===== src/sv/mdp_pkg.sv =====
// Package for the modular dot product block: widths, shared types and defaults.
// It has no dependencies. The interfaces and every module import it.
`timescale 1ns / 1ps

package mdp_pkg;

  localparam int unsigned WordW = 64;
  localparam int unsigned HalfW = 32;
  localparam int unsigned ProdW = 2 * WordW;
  localparam int unsigned AccW  = 3 * WordW;
  localparam int unsigned RedCntW = $clog2(AccW);

  localparam int unsigned QueueDepthDef = 2;
  localparam logic [WordW-1:0] ModulusReset = WordW'(1);

  typedef logic [AccW-1:0] acc_t;

  // One finished 192-bit total travelling from the front to the back.
  typedef struct packed {
    logic valid;
    acc_t total;
  } total_req_t;

  typedef enum logic [2:0] {
    ST_IDLE = 3'b001,
    ST_RUN  = 3'b010,
    ST_DONE = 3'b100
  } back_state_e;

endpackage


===== src/sv/mdp_queue.sv =====
// Short queue of finished totals between the front and the back part.
// Depends on mdp_pkg.
`timescale 1ns / 1ps

module mdp_queue import mdp_pkg::*; #(
  parameter int unsigned Depth = QueueDepthDef
) (
  input  logic       clk_i,
  input  logic       rst_ni,
  input  total_req_t push_i,
  output logic       full_o,
  output total_req_t head_o,
  input  logic       pop_i
);

  localparam int unsigned PtrW = (Depth > 1) ? $clog2(Depth) : 1;
  localparam int unsigned CntW = $clog2(Depth + 1);

  acc_t            mem_q [Depth];
  logic [PtrW-1:0] wr_ptr_q, rd_ptr_q;
  logic [CntW-1:0] count_q;
  logic            do_push, do_pop;

  assign do_push = push_i.valid;
  assign do_pop  = pop_i && (count_q != '0);

  assign full_o       = (count_q == CntW'(Depth));
  assign head_o.valid = (count_q != '0);
  assign head_o.total = mem_q[rd_ptr_q];

  always_ff @(posedge clk_i or negedge rst_ni) begin
    if (!rst_ni) begin
      wr_ptr_q <= '0;
      rd_ptr_q <= '0;
      count_q  <= '0;
    end else begin
      if (do_push) begin
        wr_ptr_q <= (wr_ptr_q == PtrW'(Depth - 1)) ? '0 : wr_ptr_q + 1'b1;
      end
      if (do_pop) begin
        rd_ptr_q <= (rd_ptr_q == PtrW'(Depth - 1)) ? '0 : rd_ptr_q + 1'b1;
      end
      if (do_push && !do_pop) begin
        count_q <= count_q + 1'b1;
      end else if (!do_push && do_pop) begin
        count_q <= count_q - 1'b1;
      end
    end
  end

  always_ff @(posedge clk_i) begin
    if (do_push) begin
      mem_q[wr_ptr_q] <= push_i.total;
    end
  end

endmodule


===== config.mk =====
export PLATFORM = sky130hd
export DESIGN_NAME = mdp_queue
export DESIGN_NICKNAME = d
export VERILOG_FILES = /design/src/sv/mdp_pkg.sv /design/src/sv/mdp_queue.sv
export SDC_FILE = /design/constraint.sdc
export NUM_CORES = 1
export LEC_CHECK = 0
export BUFFER_PORTS_ARGS = -buffer_cell sky130_fd_sc_hd__buf_4
export CORE_MARGIN = 4
export CORE_UTILIZATION = 52
export DETAILED_ROUTE_END_ITERATION = 10
export GPL_ROUTABILITY_DRIVEN = 0
export GPL_TIMING_DRIVEN = 0
export PLACE_DENSITY = 0.8
export SYNTH_ARGS = -nofsm -noshare
export SYNTH_HDL_FRONTEND = slang
export SYNTH_SLANG_ARGS = --single-unit

===== constraint.sdc =====
create_clock -name clk_i -period 11.5 [get_ports clk_i]
set_clock_uncertainty 0.05 [all_clocks]
set_input_delay 2.3 -clock clk_i [delete_from_list [all_inputs] [get_ports clk_i]]
set_output_delay 2.3 -clock clk_i [all_outputs]
set_load 0.005 [all_outputs]

# After elaboration in Yosys (flattened, before gate mapping)
# Memories as Yosys holds them, arrays and structs flattened.
# Index checks and enable logic that the tools add are counted.
# word_totals
register_bits	4
ram_bits	384
out_inout_bits	194
elab_cells	22
memories	1
# memory_table
memory	words	width	read_ports	rd_ports_with_merged_regs	write_ports	line_no	source
mem_q	2	192	1	0	1	mdp_queue.sv:19	acc_t mem_q [Depth];
# op_classes
add_sub_neg	4
n_eq_ne	1
mux	6
reduce_logical	7
# ops
op	n
$mux 1	4
$mux 2	2
$reduce_bool 2->1	2
$logic_and 1x1->1	3
$add 1x1->1 const B	2
$add 2x1->2 const B	1
$eq 2x2->1 const B	1
$logic_not 1->1	2
$sub 2x1->2 const B	1

# Logic depth before layout (Yosys ltp)
# Gate-level depths: netlist of run 1.
# depth
ltp_word	5
ltp_mapped	6
mapped_depth_nobuf	6

# Worst setup path before layout of run 1
# No wires, ideal clock.
# synth_timing
kind	input -> register
start	in push_i[192] (netlist name)
end	mem mem_q[0][0] (netlist name), enable pin
setup_ns	0.770
t_arrival_ns	10.582
required_ns	10.680
slack_ns	0.098
path_stages	1
path_buffers	0
cell_sequence	nor2b_1
# synth_between
elab_chain_cells	2
# synth_lines
item	line_no	source
start: declaration	mdp_queue.sv:10	input total_req_t push_i,
$mux 1	mdp_queue.sv:52	if (do_push) begin
$mux 1 (not written as such)	mdp_queue.sv:53	mem_q[wr_ptr_q] <= push_i.total;
end: declaration	mdp_queue.sv:19	
# No other way between the ends.

==> results of run 1 <==
metal layers:
| layer | vias up | wire length, um | GRT usage, % |
|---|---|---|---|
| li1 | 3327 | - | - |
| met1 | 3600 | 10200 | 21.1 |
| met4 | 0 | 979 | 7.01 |
| met2 | 325 | 16100 | 35.5 |
| met5 | - | 0 | 0 |
| met3 | 63 | 3610 | 8.78 |
worst max-delay path by stage:
stage                    endpoint  slack [ps]        start  cells past startpoint
global placement    mem_q[0][112]       -4930  push_i[192]                      2
CTS                   head_o[128]        7110     rd_ptr_q                      4
floorplan             mem_q[0][0]         100  push_i[192]                      1
finish                head_o[128]        7160     rd_ptr_q                      4
global route          head_o[128]        7080     rd_ptr_q                      4
detailed placement  mem_q[0][112]        7440  push_i[192]                      5
through the flow:
step	cells	hold WS, ps	area, um2	TNS, ps	power, W
final	1418	460	18900	0	0.00455
after detailed placement	1347	447	17600	0	0.00340
after global placement	1337	419	17400	-943890	0.00344
after floorplan	613	397	14100	0	0.00271
after global routing	1418	485	18900	0	0.00477
after CTS	1418	463	18900	0	0.00461
cells in the mapped netlist:
| master | instances | area (um2) |
|---|---|---|
| ha_1 | 1 | 12.5 |
| mux2_2 | 192 | 2160 |
| and2_1 | 1 | 6.26 |
| or2_2 | 1 | 6.26 |
| nand2_1 | 1 | 3.75 |
| dfrtp_1 | 4 | 100 |
| xnor2_1 | 2 | 17.5 |
| nor2b_1 | 2 | 12.5 |
| buf_2 | 2 | 10.0 |
| xor2_1 | 3 | 26.3 |
| nor2_1 | 1 | 3.75 |
| buf_4 | 11 | 82.6 |
| edfxtp_1 | 384 | 11500 |
| buf_6 | 8 | 90.1 |
critical path, cell delays in order, from the launching register on:
cell and delay, ps:
dfrtp_1 400, buf_4 310, buf_6 210, mux2_2 390
buf_4 150
registers in the layout, indices dropped and copies added, names as in the netlist:
name      flops
rd_ptr_q      1
wr_ptr_q      1
mem_q       384
count_q       2
cell type report:
type	instances	area share, %
flip-flops and latches	388	61.6
clock buffers	48	5.46
plain buffers	21	0.968
repair buffers	399	16.7
multi-input cells	204	12.0
clock inverters	23	1.06
well taps	335	2.22
where the power goes:
part | leakage [nW] | switching, W | internal, W
sequential | 3.65 | 0.0000610 | 0.00187
combinational | 2.87 | 0.000636 | 0.000782
clock | 0.602 | 0.000493 | 0.000707
total | 7.13 | 0.00119 | 0.00336
cell families after synthesis:
kind of cell | count (synthesis) | synth area share [%]
xor gates and xnor gates | 5 | 0.311
DFF | 388 | 82.7
and+or+nand+nor | 6 | 0.231
adders and majority gates | 1 | 0.0889
muxes | 192 | 15.4
buffers and inverters | 21 | 1.30
==> reports/qor.txt, run 1 <==
Final Max Tran Viols: 0
Remaining Overflow, GRT: 0
Crit. End Element: output pin
Max cap viols: 0
Die height: 172 um
Reg2reg end: mem_q[0][15]
DPL Wire Length: 21.7 mm
First-pass GRT wire length: 44.8 mm
RSZ-0062 raised after global routing: no
Worst path required time: 9150 ps
Synth Register Bits: 388
Flip-flop and latch area: 11600 um2
Critical Path Source Type: flop
Routed Antenna Nets: 0
Clock buffer depth: 3
Multi-input logic area: 2260 um2
Clock H-tree levels: 2
# fillers: 1606
Iter 0 DRT Violations: 322
CTS-repair resized insts: 0
Initial core utilization: 53.4%
CP Max Fanout: 10
Tcrit/Tclk final: 37.7%
Final hold vios: 0
Synth Net Count: 810
CTS tree: yes
Yosys warning total: 0
Syn Std Cell Area: 14100 um2
Worst-Margin Slew: 591 ps
Clock Pin Slew Worst Setup and Hold Paths: 60 ps
Clock sinks: 388
DRC: 0
Most frequent cells in the layout: buf_4, edfxtp_1, mux2_2
Fmax: 0.231 GHz
CTS Buf Count: 39
Avg Inst Size Synth: 22.9 um2
Reg2reg path depth: 4
Diodes inserted: 0
Kind of critical path: flop to output pin
Postcts setup bufs: 0
Relative slew slack: 60.5%
Antenna violations before repair: 0
Min Tclk post-route: 4340 ps
VDD IR max: 0.000176 V
Post-synthesis sequential area ratio: 82.7%
Post-Route WL: 30.9 mm
Final setup fails: 0
Nets@finish: 1250
Standard-cell rows: 59
Share of cells above drive strength 1: 61.8%
Die area: 29700 um2
Status: completed
R2R setup slack: 9460 ps
Final WS setup: 7160 ps
P_leak: 7.13 nW
Syn Inst Count: 613
Core ar.: 26400 um2
DRT Pass-1 Iters: 4
HP Class: flop to flop
Critical Path AT: 1990 ps
Power density cells: 241 nW/um2
Vias in the first global route: 8046
Via density: 5.16
Hold path start: count_q[1]
WHS Path Cells: 1
Place WS: 7440 ps
Width of the die: 172 um
R2r startpoint: wr_ptr_q
WL/cell: 21.8 um
Hold EP: count_q[1]
CTS root buf: clkbuf_16
Synth unique cells: 14
Tot GR Track Use: 20.0%
Largest net degree at the start of global routing: 65
# IOs: 390
Port Buffers: 389
Final Core Density: 71.6%
Most common cell after layout, fill and taps aside: buf_4
Clk_lat worst skew: 520 ps
Syn-to-layout area delta: 34.2%
Routed vias: 7315
Cts hold-fix bufs: 0
(Power assumes the default switching activity.)
==> run 2, diff against run 1 <==
Clock period 11.5 ns to 4.49 ns, I/O delays scaled along.
==> run 2 against run 1 <==
- clock power is 140% higher
- critical path type unchanged
- routed wire length fell by 3.3%
- worst hold slack lost 340 ps
- combinational power grew to 2.5 times the previous value
- flip-flop and latch count is the same
- sequential share of layout area rose by 0.30 points
- cell area is 0.49% lower
- highest routed layer is now met5
- final cell count decreased by 0.49%
- first-iteration DRC count increased by 30%
- global-route usage down 0.80 points
- critical endpoint is now head_o[10]
- non-clock buffer count unchanged
==> reports/qor.txt, run 2 (synthesis results as in run 1) <==
# fillers: 1636 (+1.9%)
Slowest-stage cell, CP: dfrtp_1
CTS tree: yes
First-pass GRT wire length: 43.0 mm (-4.2%)
Max cap viols: 0 (unchanged)
WL/cell: 21.2 um (-2.8%)
Worst-path cell chain: buf_6, buf_4, mux2_2, buf_4
Fin Hold WS: 118 ps (-342 ps)
Routed vias: 7299 (-0.22%)
RSZ-0062 raised after global routing: no
P_leak: 7.08 nW (-0.61%)
Critical Path Source Type: flop
Biggest register: mem_q
Final Max Tran Viols: 0 (unchanged)
Delay of the slowest critical-path stage: 390 ps (about the same)
Worst-Margin Slew: 683 ps (+92.0 ps)
DRC: 0 (unchanged)
Final setup fails: 0 (unchanged)
Syn-to-layout area delta: 33.5%
Crit. End Element: output pin
Iter 0 DRT Violations: 417 (+30%)
Most frequent cells in the layout: buf_4, edfxtp_1, mux2_2
# IOs: 390 (unchanged)
HP Class: input pin to asynchronous set/reset pin
Tot GR Track Use: 19.2% (-0.80 points)
Worst path required time: 3540 ps (-5610 ps)
Relative slew slack: 54.4% (-6.1 points)
Min Tclk post-route: 2830 ps
Width of the die: 172 um (unchanged)
Vias in the first global route: 7840 (-2.6%)
Via density: 5.17 (+0.28%)
Clock sinks: 388 (unchanged)
Postcts setup bufs: 0 (unchanged)
Share of cells above drive strength 1: 61.5% (-0.25 points)
Final Core Density: 71.2% (-0.35 points)
Tcrit/Tclk final: 62.9%
Crit-path most repeated cell: buf_4
Clock Pin Slew Worst Setup and Hold Paths: 60 ps (about the same)
Clk_lat worst skew: 510 ps (about the same)
Most common cell after layout, fill and taps aside: buf_4
Port Buffers: 389 (unchanged)
Critical Path AT: 1880 ps (-110 ps)
Final WS setup: 1660 ps (-5500 ps)
Biggest regs: mem_q x384, count_q x2
Post-Route WL: 29.9 mm (-3.3%)
Core ar.: 26400 um2 (unchanged)
Setup TNS: 0 ps (unchanged)
CP Buf/Inv Count: 3 (unchanged)
Die height: 172 um (unchanged)
DPL Wire Length: 21.5 mm (-1.0%)
Largest net degree at the start of global routing: 63 (-3.1%)
Die area: 29700 um2 (unchanged)
CTS root buf: clkbuf_16
Status: completed
CTS Buf Count: 39 (unchanged)
Fmax: 0.354 GHz
Kind of critical path: flop to output pin
Antenna violations before repair: 1 (+1)
VDD IR max: 0.000436 V (+150%)
DRT Pass-1 Iters: 5 (+1)
Standard-cell rows: 59 (unchanged)
Clock buffer depth: 3 (unchanged)
Max reg flops: 384 (unchanged)
Diodes inserted: 0 (unchanged)
Initial core utilization: 53.4% (unchanged)
Cts hold-fix bufs: 0 (unchanged)
Final hold vios: 0 (unchanged)
Remaining Overflow, GRT: 0 (unchanged)
Tot Pwr: 0.0114 W (+150%)
Clock H-tree levels: 2 (unchanged)
CP Max Fanout: 10 (unchanged)
Place WS: 1790 ps (-5650 ps)
Routed Antenna Nets: 0 (unchanged)
Power density cells: 609 nW/um2 (+150%)
CTS-repair resized insts: 0 (unchanged)
Nets@finish: 1250 (unchanged)
Crit path max-delay family: buffers and inverters
[run 2: cell count changes in the layout (fill, tap and decap cells not counted)]
cell        change
clkinv_1        -3
clkbuf_16       +1
clkinvlp_4      -1
clkinv_2        -2
clkbuf_1        +3
bufinv_16       -3
buf_16          +2
clkinv_4        -1
buf_12          -2
clkinv_8        -1
[run 2: layer usage]
| layer | vias to the layer above | track usage (%) | share of wire [%] | wire, um |
|---|---|---|---|---|
| li1 | 3330 | - | - | - |
| met1 | 3581 | 20.3 | 34 | 10100 |
| met2 | 307 | 34.0 | 52 | 15500 |
| met3 | 79 | 7.61 | 11 | 3170 |
| met4 | 2 | 8.07 | 3.8 | 1130 |
| met5 | - | 0 | 0.044 | 13 |
[run 2: report_power, final]
part,switching [W],internal [W]
clock,0.00122,0.00166
combinational,0.00160,0.00201
sequential,0.000150,0.00480
[run 2: worst paths after layout]
kind / from / to / slack, ps / depth (start not counted)
worst max-delay path: rd_ptr_q / head_o[10] / 1660 / 4
worst min-delay path: rst_ni / wr_ptr_q / 120 / 1
worst max register to register: wr_ptr_q / mem_q[0][126] / 2420 / 4
worst min register to register: count_q[1] / count_q[1] / 470 / 1
max in group asynchronous: rst_ni / count_q[1] / 4170 / 1
min in group clk_i: count_q[1] / count_q[1] / 470 / 1
[run 2: area by class of cell]
cell class	count	area (um2)	area share (%)
clock buffer	52	1070	5.68
clock inverter	12	56.3	0.300
buffer	21	183	0.973
sequential	388	11600	61.9
tap	335	419	2.23
timing repair buffer	399	3160	16.8
multi-input combinational	204	2260	12.0
[run 2: metrics by stage]
step / area (um2) / instances
6_report: 18800 / 1411
3_5_place_dp: 17700 / 1347
5_1_grt: 18800 / 1411
3_3_place_gp: 17400 / 1337
2_1_floorplan: 14100 / 613
4_1_cts: 18800 / 1411
