===== src/sv/mdp_pkg.sv =====
// Package for the modular dot product block: widths, shared types and defaults.
// It has no dependencies. The interfaces and every module import it.
`timescale 1ns / 1ps

package mdp_pkg;

  localparam int unsigned WordW = 64;
  localparam int unsigned HalfW = 32;
  localparam int unsigned ProdW = 2 * WordW;
  localparam int unsigned AccW  = 3 * WordW;
  localparam int unsigned RedCntW = $clog2(AccW);

  localparam int unsigned QueueDepthDef = 2;
  localparam logic [WordW-1:0] ModulusReset = WordW'(1);

  typedef logic [AccW-1:0] acc_t;

  // One finished 192-bit total travelling from the front to the back.
  typedef struct packed {
    logic valid;
    acc_t total;
  } total_req_t;

  typedef enum logic [2:0] {
    ST_IDLE = 3'b001,
    ST_RUN  = 3'b010,
    ST_DONE = 3'b100
  } back_state_e;

endpackage


===== src/sv/mdp_if.sv =====


interface mdp_out_if import mdp_pkg::*; ();
  logic             valid;
  logic             ready;
  logic [WordW-1:0] residue;

  modport source (output valid, residue, input ready);
  modport sink   (input valid, residue, output ready);
endinterface



===== src/sv/mdp_back.sv =====
// Back part: reduces one 192-bit total modulo the modulus, one bit per cycle,
// and holds the residue in an output register. Depends on mdp_pkg, mdp_if.
`timescale 1ns / 1ps

module mdp_back import mdp_pkg::*; (
  input  logic             clk_i,
  input  logic             rst_ni,
  input  total_req_t       head_i,
  output logic             pop_o,
  input  logic [WordW-1:0] modulus_i,
  mdp_out_if.source        out_o
);

  back_state_e        state_q, state_d;
  logic [RedCntW-1:0] cnt_q;
  acc_t               shreg_q;
  logic [WordW-1:0]   rem_q;
  logic [WordW:0]     step_sh, step_rem;
  logic               out_valid_q;
  logic [WordW-1:0]   out_res_q;
  logic               out_load;

  // The remainder stays below the modulus, so twice it plus one bit needs at
  // most one subtraction.
  assign step_sh  = {rem_q, shreg_q[AccW-1]};
  assign step_rem = (step_sh >= {1'b0, modulus_i}) ? step_sh - {1'b0, modulus_i}
                                                   : step_sh;

  assign pop_o    = (state_q == ST_IDLE) && head_i.valid;
  assign out_load = (state_q == ST_DONE) && (!out_valid_q || out_o.ready);

  assign out_o.valid   = out_valid_q;
  assign out_o.residue = out_res_q;

  always_comb begin
    state_d = state_q;
    case (state_q)
      ST_IDLE: begin
        if (head_i.valid) begin
          state_d = ST_RUN;
        end
      end
      ST_RUN: begin
        if (cnt_q == '0) begin
          state_d = ST_DONE;
        end
      end
      ST_DONE: begin
        if (out_load) begin
          state_d = ST_IDLE;
        end
      end
      default: state_d = ST_IDLE;
    endcase
  end

  always_ff @(posedge clk_i or negedge rst_ni) begin
    if (!rst_ni) begin
      state_q     <= ST_IDLE;
      out_valid_q <= 1'b0;
    end else begin
      state_q <= state_d;
      if (out_load) begin
        out_valid_q <= 1'b1;
      end else if (out_o.ready) begin
        out_valid_q <= 1'b0;
      end
    end
  end

  always_ff @(posedge clk_i) begin
    if (pop_o) begin
      shreg_q <= head_i.total;
      rem_q   <= '0;
      cnt_q   <= RedCntW'(AccW - 1);
    end else if (state_q == ST_RUN) begin
      shreg_q <= shreg_q << 1;
      rem_q   <= step_rem[WordW-1:0];
      cnt_q   <= cnt_q - 1'b1;
    end
    // A zero modulus gives a residue of zero by definition.
    if (out_load) begin
      out_res_q <= (modulus_i == '0) ? '0 : rem_q;
    end
  end

endmodule

===== src/flat_wrapper.sv =====
// flat-port wrapper written by rule: the top's interface ports become plain ports
module mdp_back_flat import mdp_pkg::*;
  (clk_i, rst_ni, head_i, pop_o, modulus_i, out_o_valid, out_o_residue, out_o_ready);
  mdp_out_if out_o_i ();
  input  logic clk_i;
  input  logic rst_ni;
  input  total_req_t head_i;
  output logic pop_o;
  input  logic [WordW-1:0] modulus_i;
  output wire logic [$bits(out_o_i.valid)-1:0] out_o_valid;
  output wire logic [$bits(out_o_i.residue)-1:0] out_o_residue;
  input wire logic [$bits(out_o_i.ready)-1:0] out_o_ready;
  assign out_o_valid = out_o_i.valid;
  assign out_o_residue = out_o_i.residue;
  assign out_o_i.ready = out_o_ready;
  mdp_back u_core (.clk_i(clk_i), .rst_ni(rst_ni), .head_i(head_i), .pop_o(pop_o), .modulus_i(modulus_i), .out_o(out_o_i));
endmodule

===== config.mk =====
export PLATFORM = sky130hd
export DESIGN_NAME = mdp_back_flat
export DESIGN_NICKNAME = d
export VERILOG_FILES = /design/src/sv/mdp_pkg.sv /design/src/sv/mdp_if.sv /design/src/sv/mdp_back.sv /design/src/flat_wrapper.sv
export SDC_FILE = /design/constraint.sdc
export NUM_CORES = 1
export LEC_CHECK = 0
export BUFFER_PORTS_ARGS = -buffer_cell sky130_fd_sc_hd__buf_2
export CAP_MARGIN = 20
export CORE_ASPECT_RATIO = 0.5
export CORE_MARGIN = 2
export CORE_UTILIZATION = 45
export DETAILED_ROUTE_END_ITERATION = 16
export PLACE_DENSITY = 0.69
export SYNTH_ARGS = -nofsm -noshare
export SYNTH_HDL_FRONTEND = slang
export SYNTH_SLANG_ARGS = --single-unit

===== constraint.sdc =====
create_clock -name clk_i -period 5.3 [get_ports clk_i]
set_input_delay 1.325 -clock clk_i [delete_from_list [all_inputs] [get_ports clk_i]]
set_output_delay 1.325 -clock clk_i [all_outputs]
set_load 0.03 [all_outputs]

* Word level (Yosys, flattened, before mapping)
Cells that the tools add are included.
W data, S select, Z words.
** Cells by class
- Add/sub/neg operators :: 2
- Multipliers :: 0
- Div/mod/pow operators :: 0
- Order comparisons :: 1
- Equality and inequality tests :: 6
- Shifts and indexed selects :: 0
- Muxes and demuxes :: 9
- Bitwise operators :: 0
- Reductions and logical operators :: 9
** Operators by type and width (number)
- $mux W192 :: 2
- $ge A65 B64 Y1 :: 1
- $logic_not A64 Y1 :: 1
- $mux W64 :: 1
- $sub A64 B64 Y64 :: 1
- $mux W3 :: 3
- $pmux W3 S3 :: 1
- $logic_not A8 Y1 :: 1
- $sub A8 B1 Y8 const B :: 1
- $ne A2 B1 Y1 const B :: 2
- $reduce_bool A2 Y1 :: 2
- $eq A3 B1 Y1 const B :: 1
- $eq A3 B2 Y1 const B :: 1
- $eq A3 B3 Y1 const B :: 1
- $reduce_and A3 Y1 :: 1
- $logic_and A1 B1 Y1 :: 2
- $mux W1 :: 2
- $ne A2 B2 Y1 const B :: 1
- $logic_not A1 Y1 :: 1
- $logic_or A1 B1 Y1 :: 1
** Storage, ports and cells
- Register bits after elaboration :: 332
- Bits in latches :: 0
- Bits in writable memories :: 0
- Bits in read-only memories :: 0
- Input bits :: 260
- Output and inout bits :: 66
- Memories kept :: 0

* Depth between registers and ports, before layout
Gate-level depths: netlist (run 1).
- Depth in word-level cells :: 5
- Gate-level depth with buffers :: 16
- Depth with buffers taken out :: 15

* Least setup slack after synthesis (run 1)
OpenSTA, ideal clock, no wires.
- Path kind :: in2reg
- Start :: input head_i[192] (netlist name)
- End :: register u_core.shreg_q[0] (enable)
- Library setup time :: 0.544 ns
- Arrival :: 5.694 ns
- Data required time :: 4.756 ns
- Setup slack :: -0.937 ns
- Stages :: 6
- Buffers on the path :: 2
- Path through :: nand4bb_1 -> clkbuf_1 -> clkinv_1 -> nor2_1 -> clkbuf_1 -> inv_1
** On the way
- Longest elaborated chain between the ends :: 2
** Ends and longest elaborated chain
- from (decl) :: RTL line flat_wrapper.sv:7 : input total_req_t head_i;
- $logic_and A1 B1 Y1 :: RTL line mdp_back.sv:29 : assign pop_o = (state_q == ST_IDLE) && head_i.valid;
- $reduce_bool A2 Y1 (no source line)
- to (signal assigned) :: RTL line mdp_back.sv:73 : shreg_q <= head_i.total;
- to (signal assigned) :: RTL line mdp_back.sv:77 : shreg_q <= shreg_q << 1;
- to (decl) :: RTL line mdp_back.sv:16 : acc_t shreg_q;
Every way passes these cells.
A chain may end at the register's enable or synchronous reset.

* Worst setup path after layout (run 1)
- Start :: input modulus_i[22]
- End :: register u_core.rem_q[8]
** On the way
- Longest elaborated chain between the ends :: 2
** Ends and longest elaborated chain
- from (decl) :: RTL line flat_wrapper.sv:9 : input logic [WordW-1:0] modulus_i;
- $ge A65 B64 Y1 :: RTL line mdp_back.sv:26 : assign step_rem = (step_sh >= {1'b0, modulus_i}) ? step_sh - {1'b0, modulus_i}
- $mux W64 :: RTL line mdp_back.sv:26
- to (signal assigned) :: RTL line mdp_back.sv:78 : rem_q <= step_rem[WordW-1:0];
- to (decl) :: RTL line mdp_back.sv:17 : logic [WordW-1:0] rem_q;
Every way passes these cells.

==> metrics.csv, run 1 <==
stage;metric;value;unit
run_status;outcome;complete, no violations;
synth;per-instance average area after synthesis;9.130;sq um
timing;actual transition at the worst max-transition pin;1053;ps
critical_path;slowest stage cell, crit path;buf_4;
cts;number of setup buffers added after CTS;0;
timing;Worst Hold Margin;490.8;ps
global_route;antenna violations before repair;8;
critical_path;endpoint of the worst register-to-register path;u_core.rem_q[56]$_SDFFE_PP0P_;
critical_path;nature of the critical path endpoint;flop;
synth;Synth Flop Type;edfxtp_1;
detailed_routing;detailed-route via count;14500;
floorplan;count of pins on the block boundary;326;
synth;warning count from the yosys run;0;
floorplan;Die H;145.1;um
synth;fraction of registers with async set or reset after synthesis;1.205;%
global_route;global routing usage summed across all routing layers;21.72;%
timing;Setup TNS;0;ps
floorplan;initial standard-cell utilization of the core;45.87;%
critical_path;Setup crit start kind;input pin;
min_path;hold-critical path endpoint;u_core.rem_q[37]$_SDFFE_PP0P_;
finish;most common cell after layout, fill and taps aside;nand2_1;
critical_path;most used cell, CP;a21oi_1;
critical_path;cell depth of the worst flop-to-flop path;15;
detailed_routing;DR pass1 iterations;5;
detailed_routing;routed wirelength normalized by instance count;16.33;um
synth;post-synthesis cell count;1962;
critical_path;largest driver fanout on the critical path;63;
critical_path;Worst Setup Path Type;in -> reg;
global_route;leftover overflow at the end of global routing;0;
cts;total CTS buffers;34;
global_route;largest net degree at the start of global routing;205;
synth;number of distinct library cells after synthesis;78;
global_route;number of global-route vias before repair;14020;
synth;fraction of the mapped netlist area in compound gates;12.52;%
synth;fraction of the yosys area taken by sequential cells;51.53;%
synth;Area contributors post-synth;edfxtp_1, nand2_1, dfxtp_1, ha_1, a21oi_1;
critical_path;cell class contributing the biggest share of worst-path delay;compound AO/OA/AOI/OAI gates;
detailed_routing;detail-routed via count per cell;5.187;
synth;XOR/XNOR Fraction of Synth Area;2.983;%
timing;Period minus WS final;4138;ps
timing;hold violation count in the final report;0;
run;max cap viols;0;
critical_path;required time of the worst setup path;5660;ps
synth;number of nets in the synthesized netlist;2289;
floorplan;core box area;39050;sq um
finish;post-route cell area;20910;sq um
cts;clock tree from TritonCTS;built;
floorplan;Horiz. Die Dim;286.2;um
detailed_routing;aggregate routed wire length;45640;um
critical_path;Buffers & Inverters on Critical Path;3;
critical_path;launch instance of the worst register-to-register path;u_core.shreg_q[191]$_DFFE_PP_;
detailed_routing;violation count after the first detailed-route iteration;1165;
floorplan;Placement Rows;51;
cts;cell chosen for the clock root;clkbuf_16;
detailed_routing;number of antenna-violating nets in the routed design;0;
cts;sinks on the clock net;332;
floorplan;full die area;41510;sq um
place;number of port buffers;325;
place;HPWL after detailed placement;32570;um
finish;layout overhead on the synthesized area;16.71;%
cts;clock network latency to the later pin of the worst-skew pair;530;ps
finish;number of nets at the end of the flow;2560;
critical_path;Cell Chain, Critical Path;buf_2 > inv_1 > ha_1 > a21oi_1 > o21ai_0 > a21oi_1 > o21ai_1 > nor4_1 > o21ai_1 > a41o_1 > nor2_4 > buf_4 > nor2_1 > a21oi_1 > o21ai_0;
synth;portion of netlist area occupied by mux cells;0.5588;%
critical_path;register-to-register setup slack;1570;ps
timing;relative max-transition margin;29.52;%
place;dpl cell area;19820;sq um
cts;Bufs on Longest Clock Path;3;
place;gpl congestion;0.9455;
synth;Adder-Cell Fraction of Synth Area;4.722;%
power;LEAKAGE;9.216;nW
timing;Max Clk Rate;241.7;MHz
global_route;first-pass GRT wire length;73110;um
synth;largest family of logic cells by synthesized area;simple AND/OR/NAND/NOR gates;
synth;area of the mapped netlist;17910;sq um
synth;cell type with the largest total area after synthesis;edfxtp_1;
timing;setup repair after global routing missed its margin;false;
cts;hold bufs inserted after CTS;0;
synth;number of enable-type register cells in the synthesized netlist;256;
min_path;start point of the worst hold path;u_core.rem_q[37]$_SDFFE_PP0P_;
timing;final cycle utilization of the critical path;78.07;%
power;peak supply drop;0.2815;mV
critical_path;worst path arrival time;4500;ps
cts;maximum level of the CTS H-tree;2;
min_path;Hold Crit Depth;2;
power;power density over the cells;409.4;nW/um^2
synth;post-synthesis sequential element count;332;
synth;Simple-Gate Fraction of Synth Area;22.93;%
cts;clock transition at the registers of the reported paths;60;ps
timing;final clock skew;18.86;ps
timing;final-report max-slew violation count;0;
finish;ratio of cells with drive above 1 in the final layout;18.48;%
critical_path;Slowest Stage Delay on Critical Path;520;ps
min_path;type of the tightest min-delay check;reg -> reg;
cts;# resized after CTS;0;
timing;final number of setup-violating endpoints;0;
finish;most frequent cells in the layout;nand2_1, buf_2, edfxtp_1;
detailed_routing;DRC errors left;0;
synth;fraction of post-synthesis cell area in the top cell type by area;42.92;%
tightest hold or removal path: cells and delay by family (launching register included):
| kind | cells | cell delay, ps |
|---|---|---|
| flip-flops | 1 | 340 |
| AND/OR/NAND/NOR | 1 | 60 |
| AO/OA/AOI/OAI | 1 | 50 |
cells in the mapped netlist (25+ instances only):
cell type / n
edfxtp_1: 256
nor2b_1: 70
nand2_1: 681
inv_1: 77
ha_1: 66
xor2_1: 25
xnor2_1: 36
nor2_1: 69
clkbuf_1: 72
o21ai_0: 101
a21oi_1: 103
dfxtp_1: 72
nand4_1: 29
a21o_1: 30
worst max-delay path by stage:
stage	depth (start not counted)	to	slack, ps	startpoint
floorplan	6	u_core.shreg_q[0]$_SDFFCE_PN0P_	20	head_i[192]
global placement	15	u_core.rem_q[56]$_SDFFE_PP0P_	760	modulus_i[0]
detailed placement	15	u_core.rem_q[56]$_SDFFE_PP0P_	670	modulus_i[0]
CTS	15	u_core.rem_q[54]$_SDFFE_PP0P_	1210	modulus_i[0]
global route	15	u_core.rem_q[4]$_SDFFE_PP0P_	950	modulus_i[20]
finish	15	u_core.rem_q[8]$_SDFFE_PP0P_	1160	modulus_i[22]
logic make-up (layout without fill, tap and decap cells):
group / Yosys count / in the layout
DFF: 332 / 332
and+or+nand+nor: 958 / 958
adders and majority gates: 67 / 67
AOI/OAI and AO/OA: 352 / 352
xor gates and xnor gates: 61 / 61
buffers and inverters: 182 / 477
muxes: 10 / 10
other: 0 / 8
layer usage:
metal  vias up  wire, um  track usage [%]  part of all wire [%]
met4         0      1173            6.885                   2.6
li1       7284         -                -                     -
met1      6821     20060            28.43                    44
met3        71      2111            3.774                   4.6
met2       323     22290            36.62                    49
met5         -         0                0                     0
state kept, by name, summed over array words and instances (netlist names):
register	count
u_core.shreg_q	192
u_core.out_o.residue	64
u_core.out_o.valid	1
u_core.rem_q	64
u_core.cnt_q	8
u_core.state_q	3
through the flow:
step           std cells  power (mW)  worst slack [ps]  util (%)
6_report            2795       8.558              1162     53.53
5_1_grt             2795       9.121             952.0     53.53
4_1_cts             2787       8.662              1209     53.48
3_5_place_dp        2727       6.251             666.0     50.76
3_3_place_gp        2727       6.195             755.9     50.76
2_1_floorplan       1962       5.708             16.01         -
area by class of cell:
class                   count  area [sq um]
clock buffers              43         894.6
fillers                  3711         18150
multi-input cells        1448          7873
flip-flops and latches    332          9230
clock inverters            17         166.4
well taps                 530         663.1
diodes                      8         20.02
inverters                  78         301.5
repair buffers            339          1757
power by group:
| part | switching (mW) | internal, mW |
|---|---|---|
| Sequential | 0.216 | 3.98 |
| Combinational | 1.39 | 0.587 |
| Clock | 1.07 | 1.31 |
Note: power is estimated with default switching activity, not from simulation.
==> inputs of run 2 (changes only) <==
Clock period 5.3 ns to 3.49 ns, I/O delays scaled along.
==> run 2 against run 1 <==
First-iteration DRC count rose by 0.77%. Highest routed layer unchanged. Clock power rose by 50%. Sequential share of layout area fell by 2.9 points. Critical path type is now reg -> reg. Global-route usage rose by 1.4 points.
==> metrics.csv, run 2 (synthesis results as in run 1) <==
stage;metric;value;unit;change
cts;clock network latency to the later pin of the worst-skew pair;610;ps;+80 ps
cts;clock transition at the registers of the reported paths;70;ps;about the same
critical_path;nature of the critical path endpoint;flop;;
critical_path;endpoint of the worst register-to-register path;u_core.rem_q[54]$_SDFFE_PP0P_;;
timing;final number of setup-violating endpoints;0;;unchanged
finish;end-of-flow core utilization;57.22;%;+3.7 points
cts;clock tree from TritonCTS;built;;
run;max cap viols;0;;unchanged
detailed_routing;detail-routed via count per cell;5.119;;-1.3%
finish;final standard cell count with taps included and fillers excluded;2978;;+6.5%
critical_path;Setup crit end;u_core.rem_q[54]$_SDFFE_PP0P_;;
cts;# resized after CTS;0;;unchanged
finish;layout overhead on the synthesized area;24.76;%;
critical_path;required time of the worst setup path;4040;ps;-1620 ps
power;LEAKAGE;10.13;nW;+9.9%
finish;fill count;3573;;-3.7%
critical_path;register-to-register setup slack;150;ps;-1420 ps
timing;actual transition at the worst max-transition pin;891.6;ps;-161.9 ps
critical_path;launch point of the worst path;u_core.shreg_q[191]$_DFFE_PP_;;
global_route;leftover overflow at the end of global routing;0;;unchanged
floorplan;count of pins on the block boundary;326;;unchanged
floorplan;Placement Rows;51;;unchanged
timing;setup repair after global routing missed its margin;false;;
cts;hold bufs inserted after CTS;0;;unchanged
floorplan;Horiz. Die Dim;286.2;um;unchanged
timing;hold violation count in the final report;0;;unchanged
finish;most common cell after layout, fill and taps aside;nand2_1;;
timing;final-report max-slew violation count;0;;unchanged
detailed_routing;routed wirelength normalized by instance count;16.35;um;+0.14%
timing;final clock skew;25.13;ps;+6.268 ps
critical_path;Setup crit start kind;flop;;
critical_path;launch instance of the worst register-to-register path;u_core.shreg_q[191]$_DFFE_PP_;;
run_status;outcome;complete, no violations;;
place;gpl congestion;0.9433;;-0.23%
power;peak supply drop;0.6327;mV;+120%
finish;post-route cell area;22350;sq um;+6.9%
global_route;number of global-route vias before repair;15020;;+7.1%
finish;ratio of cells with drive above 1 in the final layout;24.80;%;+6.3 points
cts;Bufs on Longest Clock Path;3;;unchanged
floorplan;initial standard-cell utilization of the core;45.87;%;unchanged
global_route;global routing usage summed across all routing layers;23.10;%;+1.4 points
detailed_routing;DRC errors left;0;;unchanged
cts;number of setup buffers added after CTS;0;;unchanged
critical_path;cell depth of the worst flop-to-flop path;16;;+1
power;power density over the cells;589.4;nW/um^2;+44%
finish;most frequent cells in the layout;nand2_1, buf_2, edfxtp_1;;
critical_path;Worst Setup Path Type;reg -> reg;;
cts;maximum level of the CTS H-tree;1;;-1
finish;Largest register FFs;192;;unchanged
cts;cell chosen for the clock root;clkbuf_16;;
cts;sinks on the clock net;332;;unchanged
critical_path;slowest stage cell, crit path;edfxtp_1;;
place;number of port buffers;325;;unchanged
place;number of cells in the design after placement;2905;;+6.5%
critical_path;worst path arrival time;3880;ps;-620 ps
detailed_routing;DR pass1 iterations;5;;unchanged
detailed_routing;number of antenna-violating nets in the routed design;0;;unchanged
timing;Max Clk Rate;299.8;MHz;
finish;number of nets at the end of the flow;2737;;+6.9%
timing;final cycle utilization of the critical path;95.58;%;
global_route;antenna violations before repair;12;;+4
critical_path;Cell Chain, Critical Path;inv_1 > ha_1 > inv_1 > fa_2 > a211oi_2 > nor2_4 > o22ai_4 > o41ai_4 > a221oi_2 > buf_4 > o31ai_4 > a31oi_4 > nor3b_2 > o21a_1 > o31a_1 > o21ai_2;;
finish;register with the most flip-flops;u_core.shreg_q;;
cts;total CTS buffers;31;;-8.8%
timing;Period minus WS final;3336;ps;
global_route;largest net degree at the start of global routing;205;;unchanged
place;dpl cell area;21230;sq um;+7.1%
timing;relative max-transition margin;40.56;%;+11 points
floorplan;core box area;39050;sq um;unchanged
critical_path;largest driver fanout on the critical path;4;;-94%
critical_path;Slowest Stage Delay on Critical Path;470;ps;-50 ps
detailed_routing;aggregate routed wire length;48700;um;+6.7%
floorplan;full die area;41510;sq um;unchanged
detailed_routing;detailed-route via count;15250;;+5.1%
critical_path;most used cell, CP;inv_1;;
min_path;type of the tightest min-delay check;in -> async;;
global_route;first-pass GRT wire length;77310;um;+5.7%
floorplan;Die H;145.1;um;unchanged
detailed_routing;violation count after the first detailed-route iteration;1174;;+0.77%
place;HPWL after detailed placement;35370;um;+8.6%
[run 2: layer usage]
metal	part of all wire [%]	GRT usage [%]	wire [um]
met4	3.0	7.199	1454
met1	44	29.45	21310
met5	0	0	0
met2	50	40.68	24170
met3	3.6	3.082	1764
[run 2: worst min path at each step]
stage	depth (start not counted)	startpoint	to
2_1_floorplan	2	u_core.rem_q[22]$_SDFFE_PP0P_	u_core.rem_q[22]$_SDFFE_PP0P_
3_3_place_gp	2	u_core.cnt_q[1]$_SDFFE_PP1P_	u_core.cnt_q[1]$_SDFFE_PP1P_
3_5_place_dp	2	u_core.rem_q[27]$_SDFFE_PP0P_	u_core.rem_q[27]$_SDFFE_PP0P_
4_1_cts	1	rst_ni	u_core.out_o.valid$_DFFE_PN0P_
5_1_grt	1	rst_ni	u_core.out_o.valid$_DFFE_PN0P_
6_report	1	rst_ni	u_core.out_o.valid$_DFFE_PN0P_
[run 2: final cells by class]
type	count	area [sq um]	share of cell area [%]
Timing Repair Buffer	519	3203	14.33
Sequential cell	332	9230	41.30
Inverter	78	301.5	1.349
Tap cell	530	663.1	2.967
Clock inverter	21	239.0	1.069
Antenna cell	13	32.53	0.1456
Clock buffer	37	798.3	3.572
Multi-Input combinational cell	1448	7880	35.26
[run 2: report_power, final]
part	internal (mW)	switching, mW	leakage [nW]
sequential	6.04	0.336	2.98
clock	1.95	1.61	0.510
combinational	1.04	2.19	6.64
[run 2: stage by stage]
stage	hold WS, ps	TNS (ps)	total power, mW	setup slack, ps
global route	34.02	0	14.00	17.91
CTS	32.85	0	13.25	153.8
floorplan	452.2	-239270	8.689	-1241
detailed placement	478.9	-9597	9.660	-264.3
global placement	468.4	-6363	9.546	-217.0
finish	55.70	0	13.17	154.2
[run 2: worst max-delay path: cells and delay by family, from the launching register on]
| family | cells | cell delay, ps |
|---|---|---|
| AO/OA/AOI/OAI | 9 | 1790 |
| adder cells (fa/ha/maj) | 2 | 510 |
| buffers and inverters | 3 | 320 |
| flip-flops | 1 | 470 |
| AND/OR/NAND/NOR | 2 | 180 |
==> inputs of run 3 (changes only) <==
Settings changed: CORE_ASPECT_RATIO 0.5 to unset, MAX_ROUTING_LAYER set to met4.
==> run 3 against run 2 <==
Combinational power fell by 2%. Sequential share of layout area fell by 0.38 points. Setup slack got worse by 45 ps. Hold slack improved by 46 ps. Cell count rose by 0.27%. Highest routed layer unchanged.
==> metrics.csv, run 3 (synthesis results as in run 1) <==
stage;metric;value;unit;change
cts;total CTS buffers;37;;+19%
finish;register with the most flip-flops;u_core.shreg_q;;
power;power density over the cells;597.3;nW/um^2;+1.4%
timing;final number of setup-violating endpoints;0;;unchanged
floorplan;initial standard-cell utilization of the core;45.29;%;-0.58 points
place;HPWL after detailed placement;35700;um;+0.94%
timing;relative max-transition margin;41.98;%;+1.4 points
global_route;grt met2 use;37.84;%;-2.8 points
critical_path;Worst Setup Path Type;reg -> reg;;
global_route;leftover overflow at the end of global routing;0;;unchanged
finish;Largest register FFs;192;;unchanged
place;number of cells in the design after placement;2901;;-0.14%
global_route;first-pass GRT wire length;76260;um;-1.4%
global_route;antenna violations before repair;14;;+2
global_route;met3 capacity usage during global routing;6.152;%;+3.1 points
finish;ratio of cells with drive above 1 in the final layout;24.91;%;+0.10 points
finish;most common cell after layout, fill and taps aside;nand2_1;;
critical_path;nature of the critical path endpoint;flop;;
critical_path;required time of the worst setup path;3980;ps;-60 ps
cts;cell chosen for the clock root;clkbuf_16;;
timing;hold violation count in the final report;0;;unchanged
min_path;type of the tightest min-delay check;in -> async;;
power;combinational group share of total power;23.6;%;-0.9 points
global_route;busiest metal layer after global routing;met2;;
floorplan;Horiz. Die Dim;203.5;um;-29%
floorplan;full die area;41420;sq um;-0.23%
place;gpl congestion;0.9403;;-0.32%
timing;final-report max-slew violation count;0;;unchanged
run;max cap viols;0;;unchanged
power;clock network fraction of design power;29.0;%;+1.9 points
global_route;global routing usage summed across all routing layers;23.84;%;+0.74 points
critical_path;worst path arrival time;3870;ps;about the same
global_route;largest net degree at the start of global routing;205;;unchanged
floorplan;core box area;39550;sq um;+1.3%
cts;clock transition at the registers of the reported paths;60;ps;about the same
power;LEAKAGE;10.21;nW;+0.82%
critical_path;largest driver fanout on the critical path;4;;unchanged
power;Internal Pwr Total;9.347;mW;+3.5%
timing;actual transition at the worst max-transition pin;870.2;ps;-21.39 ps
floorplan;count of pins on the block boundary;326;;unchanged
timing;Max Clk Rate;295.8;MHz;-1.3%
timing;final cycle utilization of the critical path;96.86;%;+1.3 points
detailed_routing;detail-routed via count per cell;5.169;;+0.97%
power;switching share of total power;30.62;%;-0.82 points
critical_path;Setup crit start kind;flop;;
power;total net switching power;4.125;mW;-0.37%
timing;Setup TNS;0;ps;unchanged
detailed_routing;number of antenna-violating nets in the routed design;0;;unchanged
finish;fill count;3561;;-0.34%
place;number of port buffers;325;;unchanged
timing;final clock skew;18.83;ps;-6.299 ps
finish;most frequent cells in the layout;nand2_1, buf_2, edfxtp_1;;
detailed_routing;violation count after the first detailed-route iteration;982;;-16%
floorplan;Placement Rows;73;;+43%
global_route;met1 global-route usage;29.96;%;+0.52 points
cts;maximum level of the CTS H-tree;2;;+1
finish;layout overhead on the synthesized area;25.91;%;
timing;Period minus WS final;3380;ps;+44.55 ps
global_route;number of global-route vias before repair;14920;;-0.67%
cts;hold bufs inserted after CTS;0;;unchanged
power;peak supply drop;0.5217;mV;-18%
finish;number of nets at the end of the flow;2744;;+0.26%
power;total power after layout;13.47;mW;+2.3%
detailed_routing;DR pass1 iterations;5;;unchanged
power;portion of total power attributed to sequential cells;47.5;%;-0.9 points
cts;clock network latency to the later pin of the worst-skew pair;560;ps;-50 ps
cts;sinks on the clock net;332;;unchanged
detailed_routing;aggregate routed wire length;49050;um;+0.73%
floorplan;Die H;203.5;um;+40%
finish;final standard cell count with taps included and fillers excluded;2986;;+0.27%
cts;clock tree from TritonCTS;built;;
run_status;outcome;complete, no violations;;
detailed_routing;DRC errors left;0;;unchanged
cts;Bufs on Longest Clock Path;3;;unchanged
detailed_routing;routed wirelength normalized by instance count;16.43;um;+0.46%
detailed_routing;detailed-route via count;15430;;+1.2%
## run 3: through the flow
stage | area, sq um | utilization, % | hold slack [ps] | setup WS (ps)
after CTS | 22440 | 56.75 | 69.78 | 48.55
after detailed placement | 21230 | 53.68 | 477.5 | -407.5
after global placement | 21230 | 53.68 | 465.1 | -335.1
final | 22550 | 57.03 | 101.7 | 109.6
after floorplan | 17960 | - | 452.2 | -1241
after global routing | 22550 | 57.02 | 84.43 | -18.97
## run 3: path summary, 6_finish.rpt
check / to / from / cells after the start / slack [ps]
worst max-delay path: u_core.rem_q[54]$_SDFFE_PP0P_ / u_core.shreg_q[191]$_DFFE_PP_ / 16 / 110
worst min-delay path: u_core.out_o.valid$_DFFE_PN0P_ / rst_ni / 1 / 100
worst max register to register: u_core.rem_q[54]$_SDFFE_PP0P_ / u_core.shreg_q[191]$_DFFE_PP_ / 16 / 110
worst min register to register: u_core.rem_q[46]$_SDFFE_PP0P_ / u_core.rem_q[46]$_SDFFE_PP0P_ / 2 / 480
max in group asynchronous: u_core.state_q[0]$_DFFE_PN1P_ / rst_ni / 1 / 3180
min in group clk_i: u_core.rem_q[46]$_SDFFE_PP0P_ / u_core.rem_q[46]$_SDFFE_PP0P_ / 2 / 480
## run 3: critical path, stage by stage, from the launching register on
cell	delay, ps
edfxtp_1	520
inv_1	100
ha_1	160
inv_1	60
fa_2	360
a211oi_4	250
nor2_4	90
o22ai_4	150
o41ai_4	100
a221oi_2	280
buf_4	170
o31ai_4	100
a31oi_4	250
nor3b_2	90
o21a_1	170
o31a_1	300
o21ai_2	140
## run 3: power by group through the flow
stage	clock (mW)	sequential (mW)	combinational (mW)
after floorplan	0	6.45	2.24
after global placement	0	6.43	3.07
after detailed placement	0	6.45	3.17
after CTS	4.00	6.40	3.19
after global routing	4.15	6.51	3.62
final	3.90	6.39	3.17
## run 3: area by class of cell
class | count | area [sq um] | share of cell area [%]
antenna | 16 | 40.04 | 0.1775
clock buffer | 51 | 1008 | 4.471
clock inverter | 16 | 202.7 | 0.8987
inverter | 78 | 301.5 | 1.337
multi-input combinational | 1448 | 7913 | 35.08
sequential | 332 | 9230 | 40.92
tap | 525 | 656.9 | 2.912
timing repair buffer | 520 | 3202 | 14.20
## run 3: timing repair
action                     in CTS  in global routing
gates resized for setup         0                  7
setup endpoints to repair       0                 16
setup buffers                   0                  1
## run 3: metal layers
layer | routed length, um | part of all wire (%)
met5 | 0 | 0
met4 | 1153 | 2.4
met3 | 3628 | 7.4
met2 | 22940 | 47
met1 | 21330 | 43
